--- src/hw/rtl/hsvrgb_pkg.sv ---
// Shared types and codes for the HSV to RGB converter.
// Depends on nothing; used by the front, queue, back and top-level modules.
`default_nettype none

package hsvrgb_pkg;

   localparam int unsigned HueW    = 9;
   localparam int unsigned PctW    = 7;
   localparam int unsigned ChanW   = 8;
   localparam int unsigned SectorW = 3;
   localparam int unsigned RemW    = 6;

   // Hue sector codes, one for each 60-degree slice of the color wheel.
   localparam logic [SectorW-1:0] SecRedYel = 3'd0;
   localparam logic [SectorW-1:0] SecYelGrn = 3'd1;
   localparam logic [SectorW-1:0] SecGrnCyn = 3'd2;
   localparam logic [SectorW-1:0] SecCynBlu = 3'd3;
   localparam logic [SectorW-1:0] SecBluMag = 3'd4;
   localparam logic [SectorW-1:0] SecMagRed = 3'd5;

   localparam logic [PctW-1:0] PctMax    = 7'd100;
   localparam logic [RemW-1:0] SectorDeg = 6'd60;

   // One classified color, as it sits in the queue.
   typedef struct packed {
      logic [SectorW-1:0] sector;
      logic [RemW-1:0]    rem;
      logic [PctW-1:0]    sat;
      logic [PctW-1:0]    val;
   } item_type;

   // A queue port: an item and the flag that says it is there.
   typedef struct packed {
      logic     valid;
      item_type item;
   } link_type;

endpackage

`default_nettype wire

--- src/hw/rtl/hsvrgb_front.sv ---
// Front end of the HSV to RGB converter: clamps the inputs and classifies the hue.
// Depends on hsvrgb_pkg; feeds hsvrgb_queue.
`default_nettype none

module hsvrgb_front (
   input  wire logic                         start,
   input  wire logic                         queue_full,
   input  wire logic [hsvrgb_pkg::HueW-1:0]  req_hue_deg,
   input  wire logic [hsvrgb_pkg::PctW-1:0]  req_sat_pct,
   input  wire logic [hsvrgb_pkg::PctW-1:0]  req_val_pct,
   output hsvrgb_pkg::link_type              push
);

   localparam logic [hsvrgb_pkg::HueW-1:0] HueMax = 9'd360;

   logic [hsvrgb_pkg::HueW-1:0]    hue_c;
   logic [hsvrgb_pkg::HueW-1:0]    base;
   logic [hsvrgb_pkg::SectorW-1:0] sector;

   // Hue of 360 and above wraps to 0, which is red.
   assign hue_c = (req_hue_deg >= HueMax) ? '0 : req_hue_deg;

   always_comb begin
      priority if (hue_c < 9'd60) begin
         sector = hsvrgb_pkg::SecRedYel;
         base   = 9'd0;
      end else if (hue_c < 9'd120) begin
         sector = hsvrgb_pkg::SecYelGrn;
         base   = 9'd60;
      end else if (hue_c < 9'd180) begin
         sector = hsvrgb_pkg::SecGrnCyn;
         base   = 9'd120;
      end else if (hue_c < 9'd240) begin
         sector = hsvrgb_pkg::SecCynBlu;
         base   = 9'd180;
      end else if (hue_c < 9'd300) begin
         sector = hsvrgb_pkg::SecBluMag;
         base   = 9'd240;
      end else begin
         sector = hsvrgb_pkg::SecMagRed;
         base   = 9'd300;
      end
   end

   always_comb begin
      push.valid       = start & ~queue_full;
      push.item.sector = sector;
      push.item.rem    = hsvrgb_pkg::RemW'(hue_c - base);
      push.item.sat    = (req_sat_pct > hsvrgb_pkg::PctMax) ? hsvrgb_pkg::PctMax : req_sat_pct;
      push.item.val    = (req_val_pct > hsvrgb_pkg::PctMax) ? hsvrgb_pkg::PctMax : req_val_pct;
   end

endmodule

`default_nettype wire

--- src/hw/rtl/hsvrgb_queue.sv ---
// Short first-in first-out queue between the front and back of the converter.
// Depends on hsvrgb_pkg.
`default_nettype none

module hsvrgb_queue #(
   parameter int unsigned Depth = 2
) (
   input  wire logic               clock,
   input  wire logic               reset,
   input  hsvrgb_pkg::link_type    push,
   input  wire logic               pop,
   output hsvrgb_pkg::link_type    head,
   output logic                    full
);

   localparam int unsigned PtrW = $clog2(Depth);
   localparam int unsigned CntW = $clog2(Depth + 1);
   localparam logic [PtrW-1:0] LastPtr = PtrW'(Depth - 1);
   localparam logic [CntW-1:0] FullCnt = CntW'(Depth);

   hsvrgb_pkg::item_type mem_ff [Depth];

   logic [PtrW-1:0] wr_ptr_ff, wr_ptr_in;
   logic [PtrW-1:0] rd_ptr_ff, rd_ptr_in;
   logic [CntW-1:0] count_ff,  count_in;
   logic            do_push, do_pop;

   assign full    = (count_ff == FullCnt);
   assign do_push = push.valid & ~full;
   assign do_pop  = pop & (count_ff != '0);

   always_comb begin
      wr_ptr_in = wr_ptr_ff;
      rd_ptr_in = rd_ptr_ff;
      count_in  = count_ff;
      if (do_push) begin
         wr_ptr_in = (wr_ptr_ff == LastPtr) ? '0 : wr_ptr_ff + 1'b1;
      end
      if (do_pop) begin
         rd_ptr_in = (rd_ptr_ff == LastPtr) ? '0 : rd_ptr_ff + 1'b1;
      end
      if (do_push && !do_pop) begin
         count_in = count_ff + 1'b1;
      end else if (do_pop && !do_push) begin
         count_in = count_ff - 1'b1;
      end
   end

   always_ff @(posedge clock) begin
      if (reset) begin
         wr_ptr_ff <= '0;
         rd_ptr_ff <= '0;
         count_ff  <= '0;
      end else begin
         wr_ptr_ff <= wr_ptr_in;
         rd_ptr_ff <= rd_ptr_in;
         count_ff  <= count_in;
      end
   end

   always_ff @(posedge clock) begin
      if (do_push) begin
         mem_ff[wr_ptr_ff] <= push.item;
      end
   end

   assign head.valid = (count_ff != '0);
   assign head.item  = mem_ff[rd_ptr_ff];

endmodule

`default_nettype wire

--- src/hw/rtl/hsvrgb_back.sv ---
// Back end of the HSV to RGB converter: a four-stage arithmetic pipeline and
// the output register. Depends on hsvrgb_pkg; takes items from hsvrgb_queue.
`default_nettype none

module hsvrgb_back (
   input  wire logic                          clock,
   input  wire logic                          reset,
   input  hsvrgb_pkg::link_type               head,
   output logic                               pop,
   output logic                               rsp_valid,
   output logic [hsvrgb_pkg::ChanW-1:0]       rsp_red,
   output logic [hsvrgb_pkg::ChanW-1:0]       rsp_green,
   output logic [hsvrgb_pkg::ChanW-1:0]       rsp_blue
);

   // Channel slots: 255*v, 255*p, 255*q and 255*t.
   localparam int unsigned ChV = 0;
   localparam int unsigned ChP = 1;
   localparam int unsigned ChQ = 2;
   localparam int unsigned ChT = 3;
   localparam int unsigned NumCh = 4;

   localparam int unsigned XW    = 13;  // up to 6000
   localparam int unsigned YW    = 20;  // up to 600000
   localparam int unsigned NW    = 24;  // 17*y + 20000
   localparam int unsigned MW    = 18;  // n / 64
   localparam int unsigned RecW  = 19;
   localparam int unsigned ProdW = MW + RecW;

   localparam logic [XW-1:0]   FixFull   = 13'd6000;
   localparam logic [NW-1:0]   RoundBias = 24'd20000;
   localparam logic [NW-1:0]   Mul17     = 24'd17;
   // floor(m / 625) == (m * RecipMul) >> 28, exact for m below 2**18.
   localparam logic [RecW-1:0] RecipMul  = 19'd429497;

   // Channel = floor((17*y + 20000) / 40000) = floor(floor(n/64) / 625).

   // The queue never waits on this side: the pipeline takes its head every cycle.
   assign pop = head.valid;

   logic [3:0] vld_ff, vld_in;
   logic       out_vld_ff;

   logic [hsvrgb_pkg::SectorW-1:0] sec_ff [4];
   logic [hsvrgb_pkg::PctW-1:0]    s1_val_ff;
   logic [XW-1:0]                  x_ff [NumCh];
   logic [YW-1:0]                  y_ff [NumCh];
   logic [MW-1:0]                  m_ff [NumCh];
   logic [hsvrgb_pkg::ChanW-1:0]   c_ff [NumCh];

   logic [XW-1:0]                  x_in [NumCh];
   logic [YW-1:0]                  y_in [NumCh];
   logic [MW-1:0]                  m_in [NumCh];
   logic [hsvrgb_pkg::ChanW-1:0]   c_in [NumCh];
   logic [NW-1:0]                  n_w  [NumCh];
   logic [ProdW-1:0]               prod_w [NumCh];

   logic [XW-1:0] sr_w, st_w, pd_w;

   logic [hsvrgb_pkg::ChanW-1:0] red_in, green_in, blue_in;
   logic [hsvrgb_pkg::ChanW-1:0] red_ff, green_ff, blue_ff;

   // Stage 1: the fractional terms s*r and s*(60-r), and (100-s)*60.
   always_comb begin
      sr_w = XW'(head.item.sat) * XW'(head.item.rem);
      st_w = XW'(head.item.sat) * XW'(hsvrgb_pkg::SectorDeg - head.item.rem);
      pd_w = XW'(hsvrgb_pkg::PctMax - head.item.sat) * XW'(hsvrgb_pkg::SectorDeg);
      x_in[ChV] = FixFull;
      x_in[ChP] = pd_w;
      x_in[ChQ] = FixFull - sr_w;
      x_in[ChT] = FixFull - st_w;
   end

   // Stages 2 to 4: scale by value, add the rounding bias, divide by 40000.
   always_comb begin
      for (int i = 0; i < NumCh; i++) begin
         y_in[i]   = YW'(s1_val_ff) * YW'(x_ff[i]);
         n_w[i]    = NW'(y_ff[i]) * Mul17 + RoundBias;
         m_in[i]   = n_w[i][NW-1:NW-MW];
         prod_w[i] = ProdW'(m_ff[i]) * ProdW'(RecipMul);
         c_in[i]   = prod_w[i][35:28];
      end
   end

   // Output: route the four candidates to the channels by sector.
   always_comb begin
      unique case (sec_ff[3])
         hsvrgb_pkg::SecRedYel: begin
            red_in = c_ff[ChV]; green_in = c_ff[ChT]; blue_in = c_ff[ChP];
         end
         hsvrgb_pkg::SecYelGrn: begin
            red_in = c_ff[ChQ]; green_in = c_ff[ChV]; blue_in = c_ff[ChP];
         end
         hsvrgb_pkg::SecGrnCyn: begin
            red_in = c_ff[ChP]; green_in = c_ff[ChV]; blue_in = c_ff[ChT];
         end
         hsvrgb_pkg::SecCynBlu: begin
            red_in = c_ff[ChP]; green_in = c_ff[ChQ]; blue_in = c_ff[ChV];
         end
         hsvrgb_pkg::SecBluMag: begin
            red_in = c_ff[ChT]; green_in = c_ff[ChP]; blue_in = c_ff[ChV];
         end
         default: begin
            red_in = c_ff[ChV]; green_in = c_ff[ChP]; blue_in = c_ff[ChQ];
         end
      endcase
   end

   // One valid bit per arithmetic stage, so the strobe lines up with the output register.
   assign vld_in = {vld_ff[2:0], head.valid};

   always_ff @(posedge clock) begin
      if (reset) begin
         vld_ff     <= '0;
         out_vld_ff <= 1'b0;
      end else begin
         vld_ff     <= vld_in;
         out_vld_ff <= vld_ff[3];
      end
   end

   always_ff @(posedge clock) begin
      sec_ff[0] <= head.item.sector;
      sec_ff[1] <= sec_ff[0];
      sec_ff[2] <= sec_ff[1];
      sec_ff[3] <= sec_ff[2];
      s1_val_ff <= head.item.val;
      x_ff      <= x_in;
      y_ff      <= y_in;
      m_ff      <= m_in;
      c_ff      <= c_in;
      red_ff    <= red_in;
      green_ff  <= green_in;
      blue_ff   <= blue_in;
   end

   assign rsp_valid = out_vld_ff;
   assign rsp_red   = red_ff;
   assign rsp_green = green_ff;
   assign rsp_blue  = blue_ff;

endmodule

`default_nettype wire

--- src/hw/rtl/hsv_to_rgb_converter.sv ---
// Top level of the HSV to RGB converter: front end, queue and back end.
// Depends on hsvrgb_pkg, hsvrgb_front, hsvrgb_queue and hsvrgb_back.
`default_nettype none

// Converts one color per clock from hue (whole degrees), saturation and value
// (whole percent) to 8-bit red, green and blue. A transaction is accepted at
// a rising edge where start is high and busy is low; its result appears on
// the rsp_ ports, marked by rsp_valid, for exactly one cycle, in the order
// the transactions were accepted. The receiver cannot stall, and the back end
// drains the queue every cycle, so busy stays low and a new transaction may
// be started on every clock. A result passes through the queue, four
// arithmetic stages (fraction terms, scaling by value, rounding bias,
// division by a reciprocal multiply) and the output register. Hue at or above
// 360 is read as red, saturation and value above 100 are clamped, and zero
// saturation gives grey.
module hsv_to_rgb_converter #(
   parameter int unsigned QueueDepth = 2
) (
   input  wire logic                          clock,
   input  wire logic                          reset,
   input  wire logic                          start,
   output logic                               busy,
   input  wire logic [hsvrgb_pkg::HueW-1:0]   req_hue_deg,
   input  wire logic [hsvrgb_pkg::PctW-1:0]   req_sat_pct,
   input  wire logic [hsvrgb_pkg::PctW-1:0]   req_val_pct,
   output logic                               rsp_valid,
   output logic [hsvrgb_pkg::ChanW-1:0]       rsp_red,
   output logic [hsvrgb_pkg::ChanW-1:0]       rsp_green,
   output logic [hsvrgb_pkg::ChanW-1:0]       rsp_blue
);

   hsvrgb_pkg::link_type push;
   hsvrgb_pkg::link_type head;
   logic                 pop;
   logic                 queue_full;

   // Busy only reflects a full queue.
   assign busy = queue_full;

   hsvrgb_front u_front (
      .start       (start),
      .queue_full  (queue_full),
      .req_hue_deg (req_hue_deg),
      .req_sat_pct (req_sat_pct),
      .req_val_pct (req_val_pct),
      .push        (push)
   );

   hsvrgb_queue #(
      .Depth (QueueDepth)
   ) u_queue (
      .clock (clock),
      .reset (reset),
      .push  (push),
      .pop   (pop),
      .head  (head),
      .full  (queue_full)
   );

   hsvrgb_back u_back (
      .clock     (clock),
      .reset     (reset),
      .head      (head),
      .pop       (pop),
      .rsp_valid (rsp_valid),
      .rsp_red   (rsp_red),
      .rsp_green (rsp_green),
      .rsp_blue  (rsp_blue)
   );

   // The back end never stalls, so the queue must never fill.
   assert property (@(posedge clock) disable iff (reset) !busy)
      else $error("queue filled although the back end drains it every cycle");

   // Every accepted transaction produces its result strobe at the expected time.
   assert property (@(posedge clock) disable iff (reset)
      (start && !busy) |-> ##6 rsp_valid)
      else $error("accepted transaction produced no result at the expected cycle");

   // A result never appears without a transaction accepted at the matching time.
   assert property (@(posedge clock) disable iff (reset)
      rsp_valid |-> $past(start && !busy, 6))
      else $error("result strobe without a matching transaction");

   // Zero saturation must come out as grey.
   assert property (@(posedge clock) disable iff (reset)
      (start && !busy && req_sat_pct == '0) |->
         ##6 (rsp_red == rsp_green && rsp_green == rsp_blue))
      else $error("zero saturation did not produce grey");

endmodule

`default_nettype wire
--- config.mk ---
export PLATFORM = sky130hd
export DESIGN_NAME = hsv_to_rgb_converter
export DESIGN_NICKNAME = d
export VERILOG_FILES = /design/src/hw/rtl/hsvrgb_pkg.sv /design/src/hw/rtl/hsvrgb_front.sv /design/src/hw/rtl/hsvrgb_queue.sv /design/src/hw/rtl/hsvrgb_back.sv /design/src/hw/rtl/hsv_to_rgb_converter.sv
export SDC_FILE = /design/constraint.sdc
export NUM_CORES = 2
export LEC_CHECK = 0
export BUFFER_PORTS_ARGS = -buffer_cell sky130_fd_sc_hd__buf_2
export CORE_MARGIN = 4
export CORE_UTILIZATION = 50
export DETAILED_ROUTE_END_ITERATION = 6
export PLACE_DENSITY = 0.77
export SLEW_MARGIN = 20
export SYNTH_ARGS = -nofsm -noshare
export SYNTH_HDL_FRONTEND = slang
export SYNTH_SLANG_ARGS = --single-unit
--- constraint.sdc ---
create_clock -name clock -period 7.85 [get_ports clock]
set_input_delay 0.785 -clock clock [delete_from_list [all_inputs] [get_ports clock]]
set_output_delay 0.785 -clock clock [all_outputs]
set_load 0.02 [all_outputs]
==> impl_metrics.tcl <==
set metrics [dict create \
    rows 113 \
    coreArea_mm2 0.0953 \
    postCtsHoldBufs 0 \
    ys.flop_type "dfxtp_1" \
    antenna_found_initial 0 \
    fin_crit_ns 6.01 \
    arrival_ns 6.47 \
    dieArea_mm2 0.101 \
    cts_root_buf "clkbuf_16" \
    synth-seq-cells 312 \
    path_clk_slew_ns 0.06 \
    syn-num-nets 6590 \
    drtAntennaViolNets 0 \
    rsz0062_at_grt "no" \
    n_fill_cell 8225 \
    die_h_um 318 \
    drc 0 \
    tns_ns 0 \
    syn-instance-count 4865 \
    die_width_um 318 \
    numClockSinks 312 \
    multi_input_area_mm2 0.0367 \
    timing.fmax_mhz 166 \
    drt-pass1-iter-count 5 \
    grt_pass1_vias 34300 \
    synth_area_mm2 0.0482 \
    reg2reg_slack_ns 1.84 \
    avgSynthCellArea_um2 9.90 \
    slew_headroom 0.276 \
    ys_warn_count 0 \
    cp_max_fo 18 \
    required_ns 8.31 \
    clock_latency_ns 0.57 \
    grt_max_degree 43 \
    ctsResizeCount 0 \
    drt_iter0_drc 1546 \
    port_buffers 51 \
    synth_edf_count 46 \
    maxCapViolCount 0 \
    post_cts_buffers 0 \
    synth.distinct_cells 81 \
    drive_above_1_share 0.0388 \
    clk_path_buf_depth 3 \
    dr_total_vias 31900 \
    final_common_cell "inv_1" \
    hold_viol_final 0 \
    period_share 0.766 \
    grt-ovfl-total 0 \
    io_pins 52 \
    path_class "register to register" \
    worst_pin_slew_ns 1.08 \
    grt_pass1_wl_um 166000 \
    mostFrequentLayoutCells "1224 x inv_1, 935 x ha_1, 764 x fa_1" \
    hpwl_um 84600 \
    cts-htree-levels 2 \
    slew_viol_final 0 \
    outcome "completed" \
    cts_tree "done" \
    ys_seq_area_frac 0.139 \
    finalWirelength_um 97600 \
    worstSetupEndpointType "register" \
    grtUsageTotal 0.197 \
    synth_top_cell_by_area "fa_1" \
    synthArstFlopShare 0 \
    start_util 0.506 \
    setup_viol 0 \
    yosys-top-cells-area "fa_1 32%, ha_1 24%, dfxtp_1 11%, inv_1 9.5%, xnor2_1 2.9%" \
    wl_per_cell_um 15.7 \
    vias_per_cell 5.13 \
    min_path_type "register to register" \
    numCtsBuffers 39 \
    worstSetupStartpointType "register" \
    syn_to_final_growth_pct 6.39 \
    fin_skew_ns 0.0264 \
    regArea_mm2 0.00671 \
    n_antenna_cell 0 \
    globalplace.congestion 0.937 \
    synth_top_cell_area_share 0.317 \
    finalNetCount 6641 \
]
==> kinds of logic (layout without fill, tap and decap cells) <==
| family | Yosys count | after routing | synth area share |
|---|---|---|---|
| adders and majority gates | 1699 | 1699 | 0.560 |
| and+or+nand+nor | 799 | 799 | 0.0789 |
| DFF | 312 | 312 | 0.139 |
| AOI/OAI and AO/OA | 474 | 474 | 0.0652 |
| xor gates and xnor gates | 240 | 240 | 0.0436 |
| muxes | 61 | 61 | 0.0132 |
| buffers and inverters | 1280 | 1361 | 0.0998 |
==> registers in the layout, indices dropped and copies added (netlist names), named ones only <==
name,count
u_back.rsp_red,8
u_queue.wr_ptr_ff,1
u_back.sec_ff,12
u_back.x_ff,36
u_back.y_ff,73
u_back.s1_val_ff,7
u_queue.count_ff,2
u_back.c_ff,32
u_back.rsp_green,8
u_back.m_ff,72
u_queue.mem_ff,46
u_back.rsp_blue,8
u_back.rsp_valid,1
u_back.vld_ff,4
u_queue.rd_ptr_ff,1
==> area by class of cell <==
cell class | count | share of cell area
multi-input combinational | 3273 | 0.716
sequential | 312 | 0.131
inverter | 1224 | 0.0896
tap | 1265 | 0.0309
clock buffer | 53 | 0.0217
timing repair buffer | 66 | 0.00718
clock inverter | 18 | 0.00434
==> path summary, 6_finish.rpt <==
path                       start                   to  cells after the start
max                     register      u_back.x_ff[12]                     20
max reg2reg             register      u_back.x_ff[12]                     20
min          u_back.sec_ff[0][2]  u_back.sec_ff[1][2]                      0
min reg2reg  u_back.sec_ff[0][2]  u_back.sec_ff[1][2]                      0
==> critical path: stages, from the launching register on <==
cell and delay (ns):
dfxtp_1 0.56, buf_4 0.35, mux2i_1 0.31, or3_1 0.47
nor3_1 0.46, nand2_1 0.30, inv_1 0.18, fa_1 0.40
inv_1 0.08, fa_1 0.43, fa_1 0.54, inv_1 0.05
fa_1 0.52, inv_1 0.04, ha_1 0.32, inv_1 0.09
o21bai_1 0.10, a21o_1 0.19, a21oi_1 0.20, o21ai_0 0.14
xnor2_1 0.13
==> per-stage QoR <==
stage | setup slack [ns] | hold slack, ns | cells | area, um^2 | util
finish | 1.84 | 0.325 | 6211 | 51300 | 0.538
global route | 1.32 | 0.330 | 6211 | 51300 | 0.538
CTS | 1.80 | 0.327 | 6211 | 51300 | 0.538
detailed placement | 1.80 | 0.314 | 6140 | 49900 | 0.524
global placement | 1.93 | 0.311 | 6140 | 49900 | 0.524
floorplan | 2.31 | 0.310 | 4865 | 48200 | -
==> cells in the mapped netlist, types with 7 or more instances <==
| master | count |
|---|---|
| a2111oi_0 | 7 |
| a211o_1 | 10 |
| a211oi_1 | 20 |
| a21boi_0 | 7 |
| a21o_1 | 45 |
| a21oi_1 | 153 |
| a31oi_1 | 10 |
| and2_1 | 117 |
| and3_1 | 19 |
| clkbuf_1 | 51 |
| dfxtp_1 | 266 |
| edfxtp_1 | 46 |
| fa_1 | 764 |
| ha_1 | 935 |
| inv_1 | 1224 |
| mux2_2 | 18 |
| mux2i_1 | 42 |
| nand2_1 | 289 |
| nand2b_1 | 21 |
| nand3_1 | 46 |
| nand4_1 | 14 |
| nor2_1 | 163 |
| nor2b_1 | 24 |
| nor3_1 | 37 |
| o211a_1 | 8 |
| o211ai_1 | 11 |
| o21a_1 | 24 |
| o21ai_0 | 68 |
| o21bai_1 | 42 |
| o31ai_1 | 8 |
| or2_2 | 27 |
| or3_1 | 17 |
| xnor2_1 | 161 |
| xor2_1 | 79 |
==> layer usage <==
| layer | wire, um | up-vias | track usage |
|---|---|---|---|
| li1 | - | 15400 | - |
| met4 | 2590 | 0 | 0.0530 |
| met2 | 45800 | 727 | 0.330 |
| met5 | 0 | - | 0 |
| met3 | 5390 | 166 | 0.0360 |
| met1 | 43800 | 15600 | 0.265 |
Power is left out: the tool's default activity adds up to more than one toggle a clock period on the data nets, which glitch-free logic cannot reach.
